File: src/sv/ssu_pkg.sv
package ssu_pkg;

    typedef logic signed [63:0] t_q;

    localparam int SAL_W = 17;
    localparam int TMP_W = 17;
    localparam int PRS_W = 18;
    localparam int SPD_W = 21;
    localparam int IN_TDATA_W = 56;
    localparam int OUT_TDATA_W = 24;

    localparam int QMAC_LAT = 4;
    localparam int ROOT_STEPS = 32;
    localparam int T_DEG = 5;
    localparam int P_DEG = 3;
    localparam int PREP_LAT = 3;
    localparam int POLY_LAT = QMAC_LAT * (T_DEG + P_DEG);
    localparam int ROOT_LAT = ROOT_STEPS + QMAC_LAT;
    localparam int LAT = PREP_LAT + ROOT_LAT + QMAC_LAT + 2;

    localparam logic [SPD_W-1:0] SPD_MAX = '1;

    // floor((pv << 35 + 2) / 5) = pv * P_MUL + floor((3 * pv + 2) / 5)
    localparam logic [32:0] P_MUL = 33'd6871947673;
    localparam logic [21:0] DIV5_MUL = 22'd3355444;

    localparam int G_CW = 0;
    localparam int G_A = 1;
    localparam int G_B = 2;
    localparam int G_D = 3;

    // [poly][power of P][power of T], Q40
    localparam t_q COEF [4][4][6] = '{
        '{
            '{ t_q'(((64'd1402388 << 40) + 64'd1000 / 2) / 64'd1000),
               t_q'(((64'd503711 << 40) + 64'd100000 / 2) / 64'd100000),
               t_q'(64'd0 - ((64'd580852 << 40) + 64'd10000000 / 2) / 64'd10000000),
               t_q'(((64'd33420 << 40) + 64'd100000000 / 2) / 64'd100000000),
               t_q'(64'd0 - ((64'd147800 << 40) + 64'd100000000000 / 2)
                    / 64'd100000000000),
               t_q'(((64'd31464 << 40) + 64'd10000000000000 / 2) / 64'd10000000000000) },
            '{ t_q'(((64'd153563 << 40) + 64'd1000000 / 2) / 64'd1000000),
               t_q'(((64'd68982 << 40) + 64'd100000000 / 2) / 64'd100000000),
               t_q'(64'd0 - ((64'd81788 << 40) + 64'd10000000000 / 2) / 64'd10000000000),
               t_q'(((64'd13621 << 40) + 64'd100000000000 / 2) / 64'd100000000000),
               t_q'(64'd0 - ((64'd61185 << 40) + 64'd100000000000000 / 2)
                    / 64'd100000000000000),
               t_q'(0) },
            '{ t_q'(((64'd31260 << 40) + 64'd1000000000 / 2) / 64'd1000000000),
               t_q'(64'd0 - ((64'd17107 << 40) + 64'd10000000000 / 2) / 64'd10000000000),
               t_q'(((64'd25974 << 40) + 64'd1000000000000 / 2) / 64'd1000000000000),
               t_q'(64'd0 - ((64'd25335 << 40) + 64'd100000000000000 / 2)
                    / 64'd100000000000000),
               t_q'(((64'd10405 << 40) + 64'd10000000000000000 / 2)
                    / 64'd10000000000000000),
               t_q'(0) },
            '{ t_q'(64'd0 - ((64'd97729 << 40) + 64'd10000000000000 / 2)
                    / 64'd10000000000000),
               t_q'(((64'd38504 << 40) + 64'd100000000000000 / 2) / 64'd100000000000000),
               t_q'(64'd0 - ((64'd23643 << 40) + 64'd10000000000000000 / 2)
                    / 64'd10000000000000000),
               t_q'(0), t_q'(0), t_q'(0) }
        },
        '{
            '{ t_q'(((64'd1389 << 40) + 64'd1000 / 2) / 64'd1000),
               t_q'(64'd0 - ((64'd1262 << 40) + 64'd100000 / 2) / 64'd100000),
               t_q'(((64'd7166 << 40) + 64'd100000000 / 2) / 64'd100000000),
               t_q'(((64'd2008 << 40) + 64'd1000000000 / 2) / 64'd1000000000),
               t_q'(64'd0 - ((64'd321 << 40) + 64'd10000000000 / 2) / 64'd10000000000),
               t_q'(0) },
            '{ t_q'(((64'd94742 << 40) + 64'd1000000000 / 2) / 64'd1000000000),
               t_q'(64'd0 - ((64'd12583 << 40) + 64'd1000000000 / 2) / 64'd1000000000),
               t_q'(64'd0 - ((64'd64928 << 40) + 64'd1000000000000 / 2)
                    / 64'd1000000000000),
               t_q'(((64'd10515 << 40) + 64'd1000000000000 / 2) / 64'd1000000000000),
               t_q'(64'd0 - ((64'd20142 << 40) + 64'd100000000000000 / 2)
                    / 64'd100000000000000),
               t_q'(0) },
            '{ t_q'(64'd0 - ((64'd39064 << 40) + 64'd100000000000 / 2)
                    / 64'd100000000000),
               t_q'(((64'd91061 << 40) + 64'd10000000000000 / 2) / 64'd10000000000000),
               t_q'(64'd0 - ((64'd16009 << 40) + 64'd100000000000000 / 2)
                    / 64'd100000000000000),
               t_q'(((64'd7994 << 40) + 64'd1000000000000000 / 2) / 64'd1000000000000000),
               t_q'(0), t_q'(0) },
            '{ t_q'(((64'd1100 << 40) + 64'd10000000000000 / 2) / 64'd10000000000000),
               t_q'(((64'd6651 << 40) + 64'd1000000000000000 / 2) / 64'd1000000000000000),
               t_q'(64'd0 - ((64'd3391 << 40) + 64'd10000000000000000 / 2)
                    / 64'd10000000000000000),
               t_q'(0), t_q'(0), t_q'(0) }
        },
        '{
            '{ t_q'(64'd0 - ((64'd1922 << 40) + 64'd100000 / 2) / 64'd100000),
               t_q'(64'd0 - ((64'd442 << 40) + 64'd10000000 / 2) / 64'd10000000),
               t_q'(0), t_q'(0), t_q'(0), t_q'(0) },
            '{ t_q'(((64'd73637 << 40) + 64'd1000000000 / 2) / 64'd1000000000),
               t_q'(((64'd17950 << 40) + 64'd100000000000 / 2) / 64'd100000000000),
               t_q'(0), t_q'(0), t_q'(0), t_q'(0) },
            '{ t_q'(0), t_q'(0), t_q'(0), t_q'(0), t_q'(0), t_q'(0) },
            '{ t_q'(0), t_q'(0), t_q'(0), t_q'(0), t_q'(0), t_q'(0) }
        },
        '{
            '{ t_q'(((64'd1727 << 40) + 64'd1000000 / 2) / 64'd1000000),
               t_q'(0), t_q'(0), t_q'(0), t_q'(0), t_q'(0) },
            '{ t_q'(64'd0 - ((64'd79836 << 40) + 64'd10000000000 / 2) / 64'd10000000000),
               t_q'(0), t_q'(0), t_q'(0), t_q'(0), t_q'(0) },
            '{ t_q'(0), t_q'(0), t_q'(0), t_q'(0), t_q'(0), t_q'(0) },
            '{ t_q'(0), t_q'(0), t_q'(0), t_q'(0), t_q'(0), t_q'(0) }
        }
    };

endpackage

File: src/sv/ssu_isqrt.sv
module ssu_isqrt (
    input  logic        i_clk,
    input  logic        i_ce,
    input  logic [63:0] i_x,
    output logic [31:0] o_root
);
    import ssu_pkg::*;

    logic [63:0] r_x   [ROOT_STEPS];
    logic [63:0] r_res [ROOT_STEPS];

    generate
        for (genvar i = 0; i < ROOT_STEPS; i++) begin : g_step
            localparam logic [63:0] BIT = 64'd1 << (62 - 2 * i);
            logic [63:0] x_in, res_in, trial, n_x, n_res;

            if (i == 0) begin : g_first
                assign x_in   = i_x;
                assign res_in = '0;
            end else begin : g_next
                assign x_in   = r_x[i-1];
                assign res_in = r_res[i-1];
            end

            always_comb begin
                trial = res_in + BIT;
                if (x_in >= trial) begin
                    n_x   = x_in - trial;
                    n_res = (res_in >> 1) + BIT;
                end else begin
                    n_x   = x_in;
                    n_res = res_in >> 1;
                end
            end

            always_ff @(posedge i_clk) begin
                if (i_ce) begin
                    r_x[i]   <= n_x;
                    r_res[i] <= n_res;
                end
            end
        end
    endgenerate

    assign o_root = r_res[ROOT_STEPS-1][31:0];

endmodule

File: config.mk
export PLATFORM = sky130hd
export DESIGN_NAME = ssu_isqrt
export DESIGN_NICKNAME = d
export VERILOG_FILES = /design/src/sv/ssu_pkg.sv /design/src/sv/ssu_isqrt.sv
export SDC_FILE = /design/constraint.sdc
export NUM_CORES = 2
export LEC_CHECK = 0
export BUFFER_PORTS_ARGS = -buffer_cell sky130_fd_sc_hd__buf_2
export CAP_MARGIN = 15
export CELL_PAD_IN_SITES_DETAIL_PLACEMENT = 1
export CELL_PAD_IN_SITES_GLOBAL_PLACEMENT = 1
export CORE_AREA = 2 2 538 540
export DETAILED_ROUTE_END_ITERATION = 16
export DIE_AREA = 0 0 540 542
export GPL_TIMING_DRIVEN = 0
export HOLD_SLACK_MARGIN = 0.05
export PLACE_DENSITY = 0.77
export SLEW_MARGIN = 10
export SYNTH_ARGS = -nofsm -noshare
export SYNTH_HDL_FRONTEND = slang
export SYNTH_SLANG_ARGS = --single-unit
File: constraint.sdc
create_clock -name i_clk -period 5.5 [get_ports i_clk]
set_clock_uncertainty 0.2 [all_clocks]
set_input_delay 0.275 -clock i_clk [delete_from_list [all_inputs] [get_ports i_clk]]
set_output_delay 0.275 -clock i_clk [all_outputs]
set_load 0.005 [all_outputs]
==> results.sh <==
export IMPL_placed_cells=13400
export IMPL_cp_start_kind="flip-flop"
export IMPL_cts_sinks=2512
export IMPL_num_rows=197
export IMPL_timing_final_hold_violations=0
export IMPL_worstPathMaxFanout=10
export IMPL_synthXorXnorAreaFrac_pct=6.46
export IMPL_coreArea_sq_um=287000
export IMPL_cp_cell_sequence="inv_1, ha_1, nor2b_1, o31a_1, o41a_1, a21oi_1, o21ai_0, a21boi_0, o211ai_1, nand2_1, clkbuf_1, nor3_1, xor2_1"
export IMPL_drv_slew=0
export IMPL_final_net_count=10700
export IMPL_num_vias=78900
export IMPL_post_route_period_util_pct=99.6
export IMPL_yosysTopAreaCellShare_pct=62.8
export IMPL_die_width_microns=540
export IMPL_track_usage_pct=23.3
export IMPL_rsz0062_at_grt="no"
export IMPL_port_buffers=97
export IMPL_clk_pin_slew_worst_paths_ns=0.06
export IMPL_dp_hpwl_microns=258000
export IMPL_ant_nets=0
export IMPL_worstHoldPathType="in2reg"
export IMPL_p_int_mw=39.4
export IMPL_p_seq_share_pct=46.5
export IMPL_clkPwrFrac_pct=31.2
export IMPL_pwr_density_cell_nw_per_um2=420
export IMPL_drc=0
export IMPL_syn_area_per_cell_sq_um=12.6
export IMPL_clkLatencyLatePin_ns=0.92
export IMPL_ys_seq_area_share_pct=62.8
export IMPL_ys_flop_type="edfxtp_1"
export IMPL_r2r_start="r_res[1][278]"
export IMPL_synth_compound_area_share_pct=9.25
export IMPL_drive_gt1_share_pct=6.62
export IMPL_crit_type="reg2reg"
export IMPL_yosysWarnings=0
export IMPL_post_route_worst_setup_slack_ns=0.0202
export IMPL_layout_min_cycle_time_ns=5.48
export IMPL_synthArstFlopShare_pct=0
export IMPL_dp_slack_ns=-0.893
export IMPL_end_kind="flip-flop"
export IMPL_dieArea_sq_um=293000
export IMPL_fmax_mhz=182
export IMPL_synth_edff_count=2512
export IMPL_h_tree_depth=5
export IMPL_grt_pass1_wl_microns=521000
export IMPL_sw_frac_of_total_pct=30.8
export IMPL_gp_congestion=0.987
export IMPL_leakagePower_nw=50.6
export IMPL_tns_ns=0
export IMPL_syn_num_nets=10100
export IMPL_drtIter0Drc=5458
export IMPL_stdcell_count=14000
export IMPL_hold_ws_ns=0.206
export IMPL_rrSetupSlack_ns=0.02
export IMPL_tightest_slew_ns=1.34
export IMPL_holdCritStartpoint="i_ce"
export IMPL_grt_max_degree=175
export IMPL_holdPathStages=2
export IMPL_ys_ff_latch=2512
export IMPL_die_h_microns=542
export IMPL_slowest_stage="xor2_1"
export IMPL_netlist_top_cells_count="edfxtp_1, inv_1, nor2_1"
export IMPL_final_setup_viol_count=0
export IMPL_synth_area_leader_cell="edfxtp_1"
export IMPL_netlist_cell_type_count=97
export IMPL_nFillCells=29700
export IMPL_yosys_area_share_simple_pct=11.9
export IMPL_vias_per_cell=5.63
export IMPL_routedWlPerCell_microns=24.7
export IMPL_cts_buffer_depth=4
export IMPL_syn_area_sq_um=120000
export IMPL_synth_most_common_cell="edfxtp_1"
export IMPL_clockRootBuffer="clkbuf_16"
export IMPL_top_level_ports=98
export IMPL_required_ns=5.74
export IMPL_drv_cap=0
export IMPL_synthMuxAreaShare_pct=0.934
export IMPL_cts_tree="done"
export IMPL_comb_power_share_pct=22.3
export IMPL_grt_pass1_vias=85200
export IMPL_start_util_pct=41.8
export IMPL_crit_path_max_incr_delay_ns=1.05
export IMPL_syn_inst=9507
export IMPL_worstHoldEndpoint="r_x[0][633]"
export IMPL_worstPathArrival_ns=5.72
export IMPL_wirelength_microns=347000
export IMPL_synth_top_family_by_area="simple AND/OR/NAND/NOR gates"
export IMPL_grt_ovfl_total=0
export IMPL_relSlewSlack_pct=10.4
export IMPL_synth_area_top_cells="edfxtp_1, ha_1, xnor2_1, xor2_1, a21oi_1"
export IMPL_first_pass_iters=5
export IMPL_antenna_found_initial=10
export IMPL_p_sw_mw=17.5
export IMPL_ir_drop_uv=324
export IMPL_status="finished clean"
export IMPL_area_growth_pct=12.8
export IMPL_r2r_end="r_x[1][371]"
export IMPL_synth_fa_ha_area_share_pct=5.82
export IMPL_reg2regPathDepth=13
export IMPL_numCtsBuffers=272
## stage by stage
stage          area, sq um  util (%)  total power [mW]
2_1_floorplan       120000         -              34.4
3_3_place_gp        125000      43.7              40.0
3_5_place_dp        126000      43.8              39.2
4_1_cts             135000      47.2              56.8
5_1_grt             135000      47.2              59.2
6_report            135000      47.2              56.9
## how the worst max path moves through the flow
| stage | from | to | slack (ns) |
|---|---|---|---|
| detailed placement | r_x[1][781] | r_x[1][837] | -0.89 |
| floorplan | r_x[1][33] | r_x[1][101] | 1.74 |
| global route | r_x[1][781] | r_x[1][856] | 0.02 |
| CTS | r_res[1][676] | r_x[1][756] | 0.05 |
| global placement | i_ce | r_res[1][908] | -34.23 |
| finish | r_res[1][278] | r_x[1][371] | 0.02 |
## power groups by stage
| stage | registers, mW | logic [mW] | clock network, mW |
|---|---|---|---|
| detailed placement | 26.8 | 12.4 | 0 |
| floorplan | 25.8 | 8.63 | 0 |
| global placement | 28.1 | 11.9 | 0 |
| finish | 26.5 | 12.7 | 17.7 |
| CTS | 26.4 | 12.6 | 17.8 |
| global route | 26.7 | 13.9 | 18.7 |
## repair_timing
item / 4_1_cts / 5_1_grt
pin swaps: 0 / 1
hold endpoints to repair: 447 / 0
endpoints found under the setup margin: 69 / 4
buffers inserted: 0 / 2
resized for setup: 5 / 1
hold buffers: 128 / 0
## final cells by class
class | count | area [sq um] | area share [%]
flip-flops and latches | 2512 | 75400 | 55.7
multi-input cells | 6120 | 41400 | 30.5
clock buffers | 326 | 7070 | 5.22
well taps | 3781 | 4730 | 3.49
inverters | 689 | 2590 | 1.91
repair buffers | 253 | 2290 | 1.69
clock inverters | 140 | 1220 | 0.898
plain buffers | 185 | 719 | 0.531
diodes | 14 | 35.0 | 0.0259
## state kept, by name (all words and copies together) (netlist names)
signal  flops
r_res     528
r_x      1984
## routing by layer
| metal | routed length [microns] | GRT usage (%) | vias up |
|---|---|---|---|
| met5 | 0 | 0 | - |
| met4 | 26100 | 15.5 | 0 |
| met3 | 11300 | 2.70 | 920 |
| met2 | 191000 | 45.8 | 1999 |
| met1 | 119000 | 22.6 | 39300 |
| li1 | - | - | 36600 |
## worst max-delay path: cells and delay by family, from the launching register on
kind / cells / cell delay [ns]
AND/OR/NAND/NOR: 3 / 0.51
adder cells (fa/ha/maj): 1 / 0.33
XOR/XNOR: 1 / 1.05
buffers and inverters: 2 / 0.47
flip-flops: 1 / 0.41
AO/OA/AOI/OAI: 6 / 2.11
## cell families (layout without fill, tap and decap cells)
group                    after synthesis  count (layout)
AND/OR/NAND/NOR                     2784            2784
flip-flops                          2512            2512
AO/OA/AOI/OAI                       1792            1792
XOR/XNOR                             886             886
buffers and inverters                875            1593
adder cells (fa/ha/maj)              558             558
multiplexers                         100             100
other                                  0              14
## cell usage in the layout, fill, tap and decap left out, types with 26 or more instances in the layout
master / netlist / final
clkinv_1: 1 / 58
edfxtp_1: 2512 / 2512
or2_2: 36 / 36
a21oi_1: 634 / 634
or4_1: 68 / 68
a211oi_1: 39 / 39
mux2_2: 96 / 96
nand2_1: 579 / 579
nor3_1: 254 / 252
and2_1: 26 / 26
xor2_1: 398 / 398
nand4b_1: 27 / 27
xnor2_1: 488 / 488
dlygate4sd3_1: 0 / 128
buf_2: 8 / 112
nor4b_1: 44 / 44
nand3b_1: 34 / 34
nand4_1: 157 / 157
clkbuf_1: 160 / 207
and3_1: 46 / 46
nor4_1: 348 / 343
nor2b_1: 71 / 71
a21o_1: 249 / 249
or3_1: 88 / 88
nand2b_1: 108 / 108
inv_1: 686 / 686
o211ai_1: 41 / 41
o21bai_1: 49 / 49
clkinv_2: 0 / 43
clkbuf_16: 0 / 275
ha_1: 558 / 558
nor2_1: 670 / 670
a31oi_1: 50 / 50
o31ai_1: 33 / 33
o21ai_0: 400 / 399
o21a_1: 100 / 100
nand3_1: 147 / 147
Note: power is estimated with default switching activity, not from simulation.
