==> src/sv/ssu_delay.sv <==
module ssu_delay #(
    parameter int W = 64,
    parameter int DEPTH = 4
) (
    input  logic         i_clk,
    input  logic         i_ce,
    input  logic [W-1:0] i_d,
    output logic [W-1:0] o_q
);

    generate
        if (DEPTH == 0) begin : g_none
            assign o_q = i_d;
        end else begin : g_sr
            logic [W-1:0] r_sr [DEPTH];
            always_ff @(posedge i_clk) begin
                if (i_ce) begin
                    r_sr[0] <= i_d;
                    for (int i = 1; i < DEPTH; i++) begin
                        r_sr[i] <= r_sr[i-1];
                    end
                end
            end
            assign o_q = r_sr[DEPTH-1];
        end
    endgenerate

endmodule

==> config.mk <==
export PLATFORM = sky130hd
export DESIGN_NAME = ssu_delay
export DESIGN_NICKNAME = d
export VERILOG_FILES = /design/src/sv/ssu_delay.sv
export SDC_FILE = /design/constraint.sdc
export NUM_CORES = 1
export LEC_CHECK = 0
export ABC_AREA = 1
export BUFFER_PORTS_ARGS = -buffer_cell sky130_fd_sc_hd__buf_2
export CELL_PAD_IN_SITES_DETAIL_PLACEMENT = 0
export CELL_PAD_IN_SITES_GLOBAL_PLACEMENT = 2
export CORE_ASPECT_RATIO = 0.7
export CORE_MARGIN = 2
export CORE_UTILIZATION = 46
export CTS_CLUSTER_SIZE = 28
export DETAILED_ROUTE_END_ITERATION = 16
export MAX_ROUTING_LAYER = met4
export PLACE_DENSITY_LB_ADDON = 0.2
export SETUP_SLACK_MARGIN = 0.5
export SLEW_MARGIN = 30
export SYNTH_ARGS = -nofsm -noshare
export SYNTH_HDL_FRONTEND = slang
export SYNTH_SLANG_ARGS = --single-unit
==> constraint.sdc <==
create_clock -name i_clk -period 1.51 [get_ports i_clk]
set_input_delay 0.151 -clock i_clk [delete_from_list [all_inputs] [get_ports i_clk]]
set_output_delay 0.151 -clock i_clk [all_outputs]
set_load 0.01 [all_outputs]
==> results of run 1 <==
routing by layer:
| metal | vias up | track usage, % | part of all wire [%] |
|---|---|---|---|
| met2 | 106 | 17.7 | 44 |
| met1 | 1533 | 18.0 | 47 |
| met3 | 22 | 3.59 | 6.7 |
| li1 | 1514 | - | - |
| met5 | - | - | 0 |
| met4 | 0 | 4.32 | 2.6 |
logic make-up after synthesis:
logic type	share of synthesized area [%]
DFF	100
cell type report:
type / count / area [um^2] / area share, %
Sequential cell: 256 / 7690 / 75.4
Timing Repair Buffer: 205 / 1490 / 14.6
Clock buffer: 28 / 637 / 6.24
Tap cell: 225 / 282 / 2.76
Clock inverter: 13 / 106 / 1.04
power breakdown:
| group | switching (mW) | internal [mW] | total (mW) |
|---|---|---|---|
| clock network | 2.31 | 3.33 | 5.64 |
| registers | 0.113 | 8.37 | 8.49 |
| logic | 0.270 | 0.278 | 0.549 |
| total | 2.69 | 12.0 | 14.7 |
through the flow:
stage          cells  setup WS [ps]  hold WS, ps
3_3_place_gp     622            446          327
2_1_floorplan    256            921          250
3_5_place_dp     622            426          329
6_report         727            278        -5.93
5_1_grt          727            245        -18.1
4_1_cts          727            253        -24.1
synth_stat cells, drive strengths merged:
cell,instances,share of area [%]
edfxtp,256,100
how the worst max path moves through the flow:
stage	cells after the start	to
3_5_place_dp	2	g_sr.r_sr[3][9]
2_1_floorplan	0	g_sr.r_sr[1][0]
4_1_cts	1	o_q[21]
3_3_place_gp	3	g_sr.r_sr[0][42]
6_report	1	o_q[21]
5_1_grt	1	o_q[38]
repair_timing:
item	4_1_cts	5_1_grt
endpoints found under the setup margin	64	64
pin swaps	0	0
gates resized for setup	0	4
endpoints found under the hold margin	81	17
==> summary.md, run 1 <==
| Metric | Value |
|---|---|
| Hold buffer count at CTS | 64 |
| Initial core utilization | 47.0% |
| WP data required | 1360 ps |
| Layout net count | 553 |
| Worst Min Path Start | i_ce |
| Area after DPL | 8790 um^2 |
| Root buffer cell | clkbuf_16 |
| Largest regs | g_sr.r_sr: 256 flops |
| Vias/cell | 4.37 |
| Crit. End Element | primary output |
| Pwr Total | 14.7 mW |
| FF+latch count, synth | 256 |
| Fin util | 62.4% |
| DRC | 0 |
| Synth-to-Final Area Change | 32.7% |
| Fin crit share | 81.6% |
| Most common cell after layout, fill and taps aside | edfxtp_1 |
| Worst-Margin Slew | 361 ps |
| Die H | 112 um |
| Vias in the first global route | 3152 |
| Setup TNS | 0 ps |
| Tot GR Track Use | 12.6% |
| Skew final | 5.71 ps |
| Crit start category | flop |
| Grt ovf | 0 |
| Clock sinks | 256 |
| Arrival time at the worst endpoint | 1080 ps |
| Max reg flops | 256 |
| Rel. slew slack | 75.9% |
| Worst-path fanout max | 1 |
| Mapped Area | 7690 um^2 |
| CP Launch Point | g_sr.r_sr[3][21] |
| Status | complete, but fails checks |
| Maxcap violations | 0 |
| Crit path buf inv count | 1 |
| Critical path cell sequence | buf_2 |
| Filler cells | 1125 |
| GPL Wtd Cong | 0.623 |
| Post-Layout Inst Area | 10200 um^2 |
| Vias | 3175 |
| Top reg by flops | g_sr.r_sr |
| DRT Wirelength | 10600 um |
| Reg-to-Reg Start | g_sr.r_sr[2][36] |
| Final setup fails | 0 |
| Max Clk Rate | 0.811 GHz |
| Max VDD drop | 931 uV |
| Syn_nets | 322 |
| H-tree Lvls | 1 |
| Global-route wire length before repair | 16400 um |
| Detail Route Antenna Nets | 0 |
| I/O Pins | 130 |
| Worst skew pair latency | 500 ps |
| Die ar. | 17800 um^2 |
| Final Slew Violations | 0 |
| DR pass1 iterations | 4 |
| Synth warnings | 0 |
| Pin count of the biggest net entering global routing | 70 |
| Total core area | 16300 um^2 |
| Comb_multi_in | 0 |
| Crit-path slowest cell | edfxtp_1 |
| Fraction of layout instances using a drive strength above 1 | 34.3% |
| Reg clk slew, reported paths | 60 ps |
| Lkg Pwr | 3.74 nW |
| Fin. Hold Viols | 9 |
| Cells after Synth | 256 |
| Post-synthesis sequential area ratio | 100% |
| Crit-path leading delay family | flip-flops |
| Failing checks | hold timing |
| R2R setup slack | 840 ps |
| Most frequent cells in the layout | 256 x edfxtp_1, 124 x buf_2, 64 x dlygate4sd3_1 |
| WL per Instance | 14.6 um |
| # rows | 39 |
| Total setup buffers inserted after CTS | 0 |
| ANT cells | 0 |
| Critical Path Max Stage Delay | 420 ps |
| Unique masters post-synth | 1 |
| Period minus WS final | 1230 ps |
| Hold_ws | -5.93 ps |
| Pwr per Cell Area | 1440 nW/um^2 |
| WHS Endpoint | g_sr.r_sr[1][31] |
| Setup Crit Path Kind | flop to primary output |
| CTS buffer count | 24 |
| Syn avg cell area | 30.0 um^2 |
| Maximum clock path buffer count | 3 |
| Area of the multi-input gates | 0 um^2 |
| RSZ-0062 raised after global routing | yes |
| Die W | 159 um |
| R2R Path End | g_sr.r_sr[3][36] |
| Dpl hpwl | 6180 um |
| Starting DRT DRC Count | 189 |
| WHS Path Cells | 1 |
| # port buffers | 129 |
| Initial antenna violation count | 0 |
| CTS tree | built |
| Worst reg2reg path depth | 0 |
| Hold crit path type | input pin to flop |
Note: power is estimated with default switching activity, not from simulation.
==> run 2, diff against run 1 <==
- CORE_UTILIZATION: 46 -> 39
- clock period: 1.51 -> 1 ns (I/O delays scaled with it)
==> run 2 against run 1 <==
Effect of this change: the flow finishes with violations (hold timing, setup timing); wire length is 3.2% higher; non-clock buffer count is 3 lower; setup slack worse by 460 ps; clock-buffer cell count is 1 higher; final cell count is 5.0% higher; sequential power is 51% higher; sequential share of layout area is 0.20 points higher; global-route usage is 1.9 points lower; critical endpoint is now o_q[8].
==> summary.md, run 2 (synthesized netlist as in run 1, its figures left out) <==
| Metric | Value |
|---|---|
| Grt ovf | 0 |
| Crit-path leading delay family | flip-flops |
| Status | complete, but fails checks |
| Clock sinks | 256 |
| Crit path buf inv count | 1 |
| Die H | 121 um |
| GPL Wtd Cong | 0.620 |
| Hold crit path type | input pin to flop |
| Crit-path slowest cell | edfxtp_1 |
| Most common cell after layout, fill and taps aside | edfxtp_1 |
| Crit. End Element | primary output |
| Vias/cell | 4.21 |
| Maximum clock path buffer count | 3 |
| Total setup buffers inserted after CTS | 0 |
| CTS buffer count | 25 |
| Max Clk Rate | 0.844 GHz |
| Rel. slew slack | 80.9% |
| Critical path cell sequence | buf_2 |
| Reg-to-Reg Start | g_sr.r_sr[1][58] |
| Period minus WS final | 1180 ps |
| # rows | 42 |
| Initial antenna violation count | 0 |
| Reg clk slew, reported paths | 60 ps |
| Die W | 172 um |
| Worst Slack Setup Final | -185 ps |
| Area of the multi-input gates | 0 um^2 |
| Final Slew Violations | 0 |
| Worst skew pair latency | 500 ps |
| Maxcap violations | 0 |
| Tot GR Track Use | 10.8% |
| RSZ-0062 raised after global routing | yes |
| DRC | 0 |
| Lkg Pwr | 3.73 nW |
| Largest regs | g_sr.r_sr: 256 flops |
| ANT cells | 0 |
| Arrival time at the worst endpoint | 1080 ps |
| Hold_ws | -98.0 ps |
| Vias | 3213 |
| Worst-path fanout max | 1 |
| Starting DRT DRC Count | 296 |
| Initial core utilization | 40.2% |
| WL per Instance | 14.4 um |
| Fin crit share | 118% |
| Setup Crit Path Kind | flop to primary output |
| DRT Wirelength | 11000 um |
| Failing checks | hold timing, setup timing |
| Worst-Margin Slew | 287 ps |
| Synth-to-Final Area Change | 32.3% |
| CTS tree | built |
| # port buffers | 129 |
| Vias in the first global route | 3161 |
| Hold buffer count at CTS | 64 |
| Total core area | 19100 um^2 |
| Dpl hpwl | 6310 um |
| Pin count of the biggest net entering global routing | 53 |
| Final setup fails | 64 |
| Die ar. | 20900 um^2 |
| Crit start category | flop |
| WP data required | 900 ps |
| Root buffer cell | clkbuf_16 |
| Comb_multi_in | 0 |
| DR pass1 iterations | 4 |
| Filler cells | 1551 |
| Setup TNS | -6970 ps |
| Pwr per Cell Area | 2160 nW/um^2 |
| Skew final | 11.1 ps |
| Max VDD drop | 959 uV |
| Critical Path Max Stage Delay | 430 ps |
| Fin. Hold Viols | 3 |
| I/O Pins | 130 |
| CP Launch Point | g_sr.r_sr[3][8] |
| Top reg by flops | g_sr.r_sr |
| Layout net count | 551 |
| Worst Min Path Start | i_ce |
| Fraction of layout instances using a drive strength above 1 | 34.1% |
| Most frequent cells in the layout | 256 x edfxtp_1, 127 x buf_2, 61 x dlygate4sd3_1 |
| Global-route wire length before repair | 16400 um |
| H-tree Lvls | 1 |
| Max reg flops | 256 |
| Detail Route Antenna Nets | 0 |
## run 2: cell count changes in the layout (fill, tap and decap cells not counted)
cell | before | now
dlygate4sd3_1 | 64 | 61
clkinv_4 | 0 | 1
dlymetal6s4s_1 | 0 | 3
buf_2 | 124 | 127
clkinv_1 | 7 | 5
buf_12 | 6 | 4
bufinv_16 | 2 | 1
clkinvlp_4 | 0 | 1
clkbuf_1 | 3 | 4
buf_6 | 4 | 1
buf_4 | 6 | 5
## run 2: repair_timing
| item | in CTS | in global routing |
|---|---|---|
| endpoints found under the hold margin | 65 | 4 |
| resized for setup | 0 | 4 |
| endpoints found under the setup margin | 256 | 259 |
| pin swaps | 0 | 0 |
## run 2: layer usage
layer	wire length [um]	GRT usage, %	part of all wire, %	vias to the layer above
met5	0	-	0	-
met4	349	3.62	3.2	0
met3	638	2.90	5.8	26
met2	4840	15.5	44	112
met1	5160	15.0	47	1564
li1	-	-	-	1511
## run 2: final cells by class
| type | count | area, um^2 | share of cell area, % |
|---|---|---|---|
| repair buffers | 202 | 1430 | 14.0 |
| clock buffers | 29 | 641 | 6.30 |
| flip-flops and latches | 256 | 7690 | 75.6 |
| clock inverters | 12 | 85.1 | 0.837 |
| well taps | 264 | 330 | 3.25 |
## run 2: stage by stage
| stage | total power, mW | area, um^2 | utilization, % | setup WS [ps] | cells |
|---|---|---|---|---|---|
| floorplan | 13.1 | 7690 | - | 411 | 256 |
| global placement | 13.6 | 8790 | 46.0 | 101 | 658 |
| detailed placement | 13.7 | 8790 | 46.0 | 76.4 | 658 |
| CTS | 22.3 | 10200 | 53.1 | -204 | 763 |
| global route | 22.9 | 10200 | 53.2 | -225 | 763 |
| finish | 22.0 | 10200 | 53.2 | -185 | 763 |
## run 2: final timing paths
| kind | to | slack [ps] | depth (start not counted) |
|---|---|---|---|
| hold / removal | g_sr.r_sr[0][51] | -100 | 1 |
| setup reg to reg | g_sr.r_sr[2][58] | 340 | 0 |
| setup / recovery | o_q[8] | -180 | 1 |
| hold reg to reg | g_sr.r_sr[2][62] | 410 | 0 |
## run 2: power by group
group | internal, mW | switching, mW | leakage (nW)
Clock | 4.80 | 3.58 | 0.355
Sequential | 12.6 | 0.166 | 2.51
Combinational | 0.398 | 0.415 | 0.869
==> run 3, diff against run 2 <==
- CORE_UTILIZATION: 39 -> 46
- clock period: 1 -> 1.37 ns (I/O delays scaled with it)
==> run 3 against run 2 <==
Effect of this change: the run now ends clean; hold slack improved by 130 ps; largest cell class unchanged; highest routed layer unchanged; non-clock buffer count increased by 3; wire length decreased by 2.3%.
==> summary.md, run 3 (synthesized netlist as in run 1, its figures left out) <==
| Metric | Value |
|---|---|
| Reg clk slew, reported paths | 60 ps |
| Reg-to-Reg Start | g_sr.r_sr[2][19] |
| Pin count of the biggest net entering global routing | 39 |
| Flip-flop and latch area | 7690 um^2 |
| Root buffer cell | clkbuf_16 |
| Max Clk Rate | 0.826 GHz |
| Area of the multi-input gates | 0 um^2 |
| Lkg Pwr | 3.73 nW |
| Fraction of layout instances using a drive strength above 1 | 33.7% |
| Fin util | 62.2% |
| CTS tree | built |
| Final setup fails | 0 |
| Met1 usage | 17.7% |
| R2R setup slack | 700 ps |
| Dpl hpwl | 6230 um |
| Status | finished clean |
| I/O Pins | 130 |
| Initial core utilization | 47.0% |
| Worst-Margin Slew | 332 ps |
| Synth-to-Final Area Change | 32.4% |
| Fin. Hold Viols | 0 |
| Max reg flops | 256 |
| DRT Wirelength | 10700 um |
| Crit. End Element | primary output |
| Setup TNS | 0 ps |
| Detail Route Antenna Nets | 0 |
| Maximum clock path buffer count | 3 |
| Skew final | 6.52 ps |
| # rows | 39 |
| Clock sinks | 256 |
| Critical path cell sequence | buf_2 |
| WP data required | 1230 ps |
| Setup Crit Path Kind | flop to primary output |
| Pwr per Cell Area | 1590 nW/um^2 |
| Largest regs | g_sr.r_sr: 256 flops |
| Vias/cell | 4.41 |
| Most frequent cells in the layout | 256 x edfxtp_1, 127 x buf_2, 64 x dlygate4sd3_1 |
| CP Launch Point | g_sr.r_sr[3][13] |
| Final Slew Violations | 0 |
| Grt ovf | 0 |
| Routing usage on met2 | 17.6% |
| H-tree Lvls | 1 |
| Maxcap violations | 0 |
| Busiest grt layer | met1 |
| # port buffers | 129 |
| Starting DRT DRC Count | 219 |
| Die W | 159 um |
| Rel. slew slack | 77.9% |
| Crit start category | flop |
| WL per Instance | 14.7 um |
| RSZ-0062 raised after global routing | yes |
| DR pass1 iterations | 4 |
| Layout net count | 553 |
| Filler cells | 1149 |
| Hold crit path type | input pin to flop |
| Die ar. | 17800 um^2 |
| Fin crit share | 88.4% |
| Critical Path Max Stage Delay | 410 ps |
| Top reg by flops | g_sr.r_sr |
| Max VDD drop | 1060 uV |
| Die H | 112 um |
| Met3 Use GR | 3.59% |
| Vias | 3220 |
| Most common cell after layout, fill and taps aside | edfxtp_1 |
| Comb_multi_in | 0 |
| Crit-path leading delay family | flip-flops |
| Period minus WS final | 1210 ps |
| Total setup buffers inserted after CTS | 0 |
| Arrival time at the worst endpoint | 1070 ps |
| Crit-path slowest cell | edfxtp_1 |
| Worst skew pair latency | 490 ps |
| DRC | 0 |
| CTS buffer count | 24 |
| Tot GR Track Use | 12.4% |
| Global-route wire length before repair | 16100 um |
| Total core area | 16300 um^2 |
| Vias in the first global route | 3086 |
| GPL Wtd Cong | 0.633 |
| Initial antenna violation count | 1 |
| Crit path buf inv count | 1 |
| Worst Min Path Start | i_ce |
| Worst-path fanout max | 1 |
## run 3: changes by cell type in the layout (fill, tap and decap cells not counted), moves of 2 or more
cell            delta
clkinv_2           -2
dlygate4sd3_1      +3
clkinv_1           +5
dlymetal6s4s_1     -3
buf_4              +2
## run 3: path summary, 6_finish.rpt
kind / end / depth (start not counted)
setup / recovery: o_q[13] / 1
hold / removal: g_sr.r_sr[1][31] / 1
setup reg to reg: g_sr.r_sr[3][19] / 0
hold reg to reg: g_sr.r_sr[3][21] / 0
## run 3: cell type report
class                   count  share of cell area (%)
flip-flops and latches    256                    75.6
repair buffers            205                    14.3
clock buffers              29                    6.30
well taps                 225                    2.77
clock inverters            14                    1.06
diodes                      1                  0.0246
## run 3: report_power, final
group	switching (mW)	internal, mW
sequential	0.128	9.23
combinational	0.297	0.297
clock	2.58	3.68
## run 3: metrics by stage
stage,total power [mW],area [um^2],hold WS [ps],cells,setup slack (ps)
after CTS,16.4,10200,24.1,729,129
after global routing,16.8,10200,23.4,730,106
after floorplan,9.54,7690,236,256,781
after detailed placement,9.99,8780,315,622,318
final,16.2,10200,30.7,730,160
after global placement,9.95,8780,313,622,334
## run 3: what timing repair did
| item | in CTS | in global routing |
|---|---|---|
| endpoints found under the hold margin | 64 | 0 |
| hold buffers | 64 | 0 |
| gates resized for setup | 0 | 1 |
| setup endpoints to repair | 64 | 64 |
| pin swaps | 0 | 0 |
## run 3: per-layer routing
metal / vias to the layer above / wire length (um)
met3: 23 / 750
li1: 1525 / -
met2: 120 / 4790
met5: - / 0
met1: 1552 / 4970
met4: 0 / 230
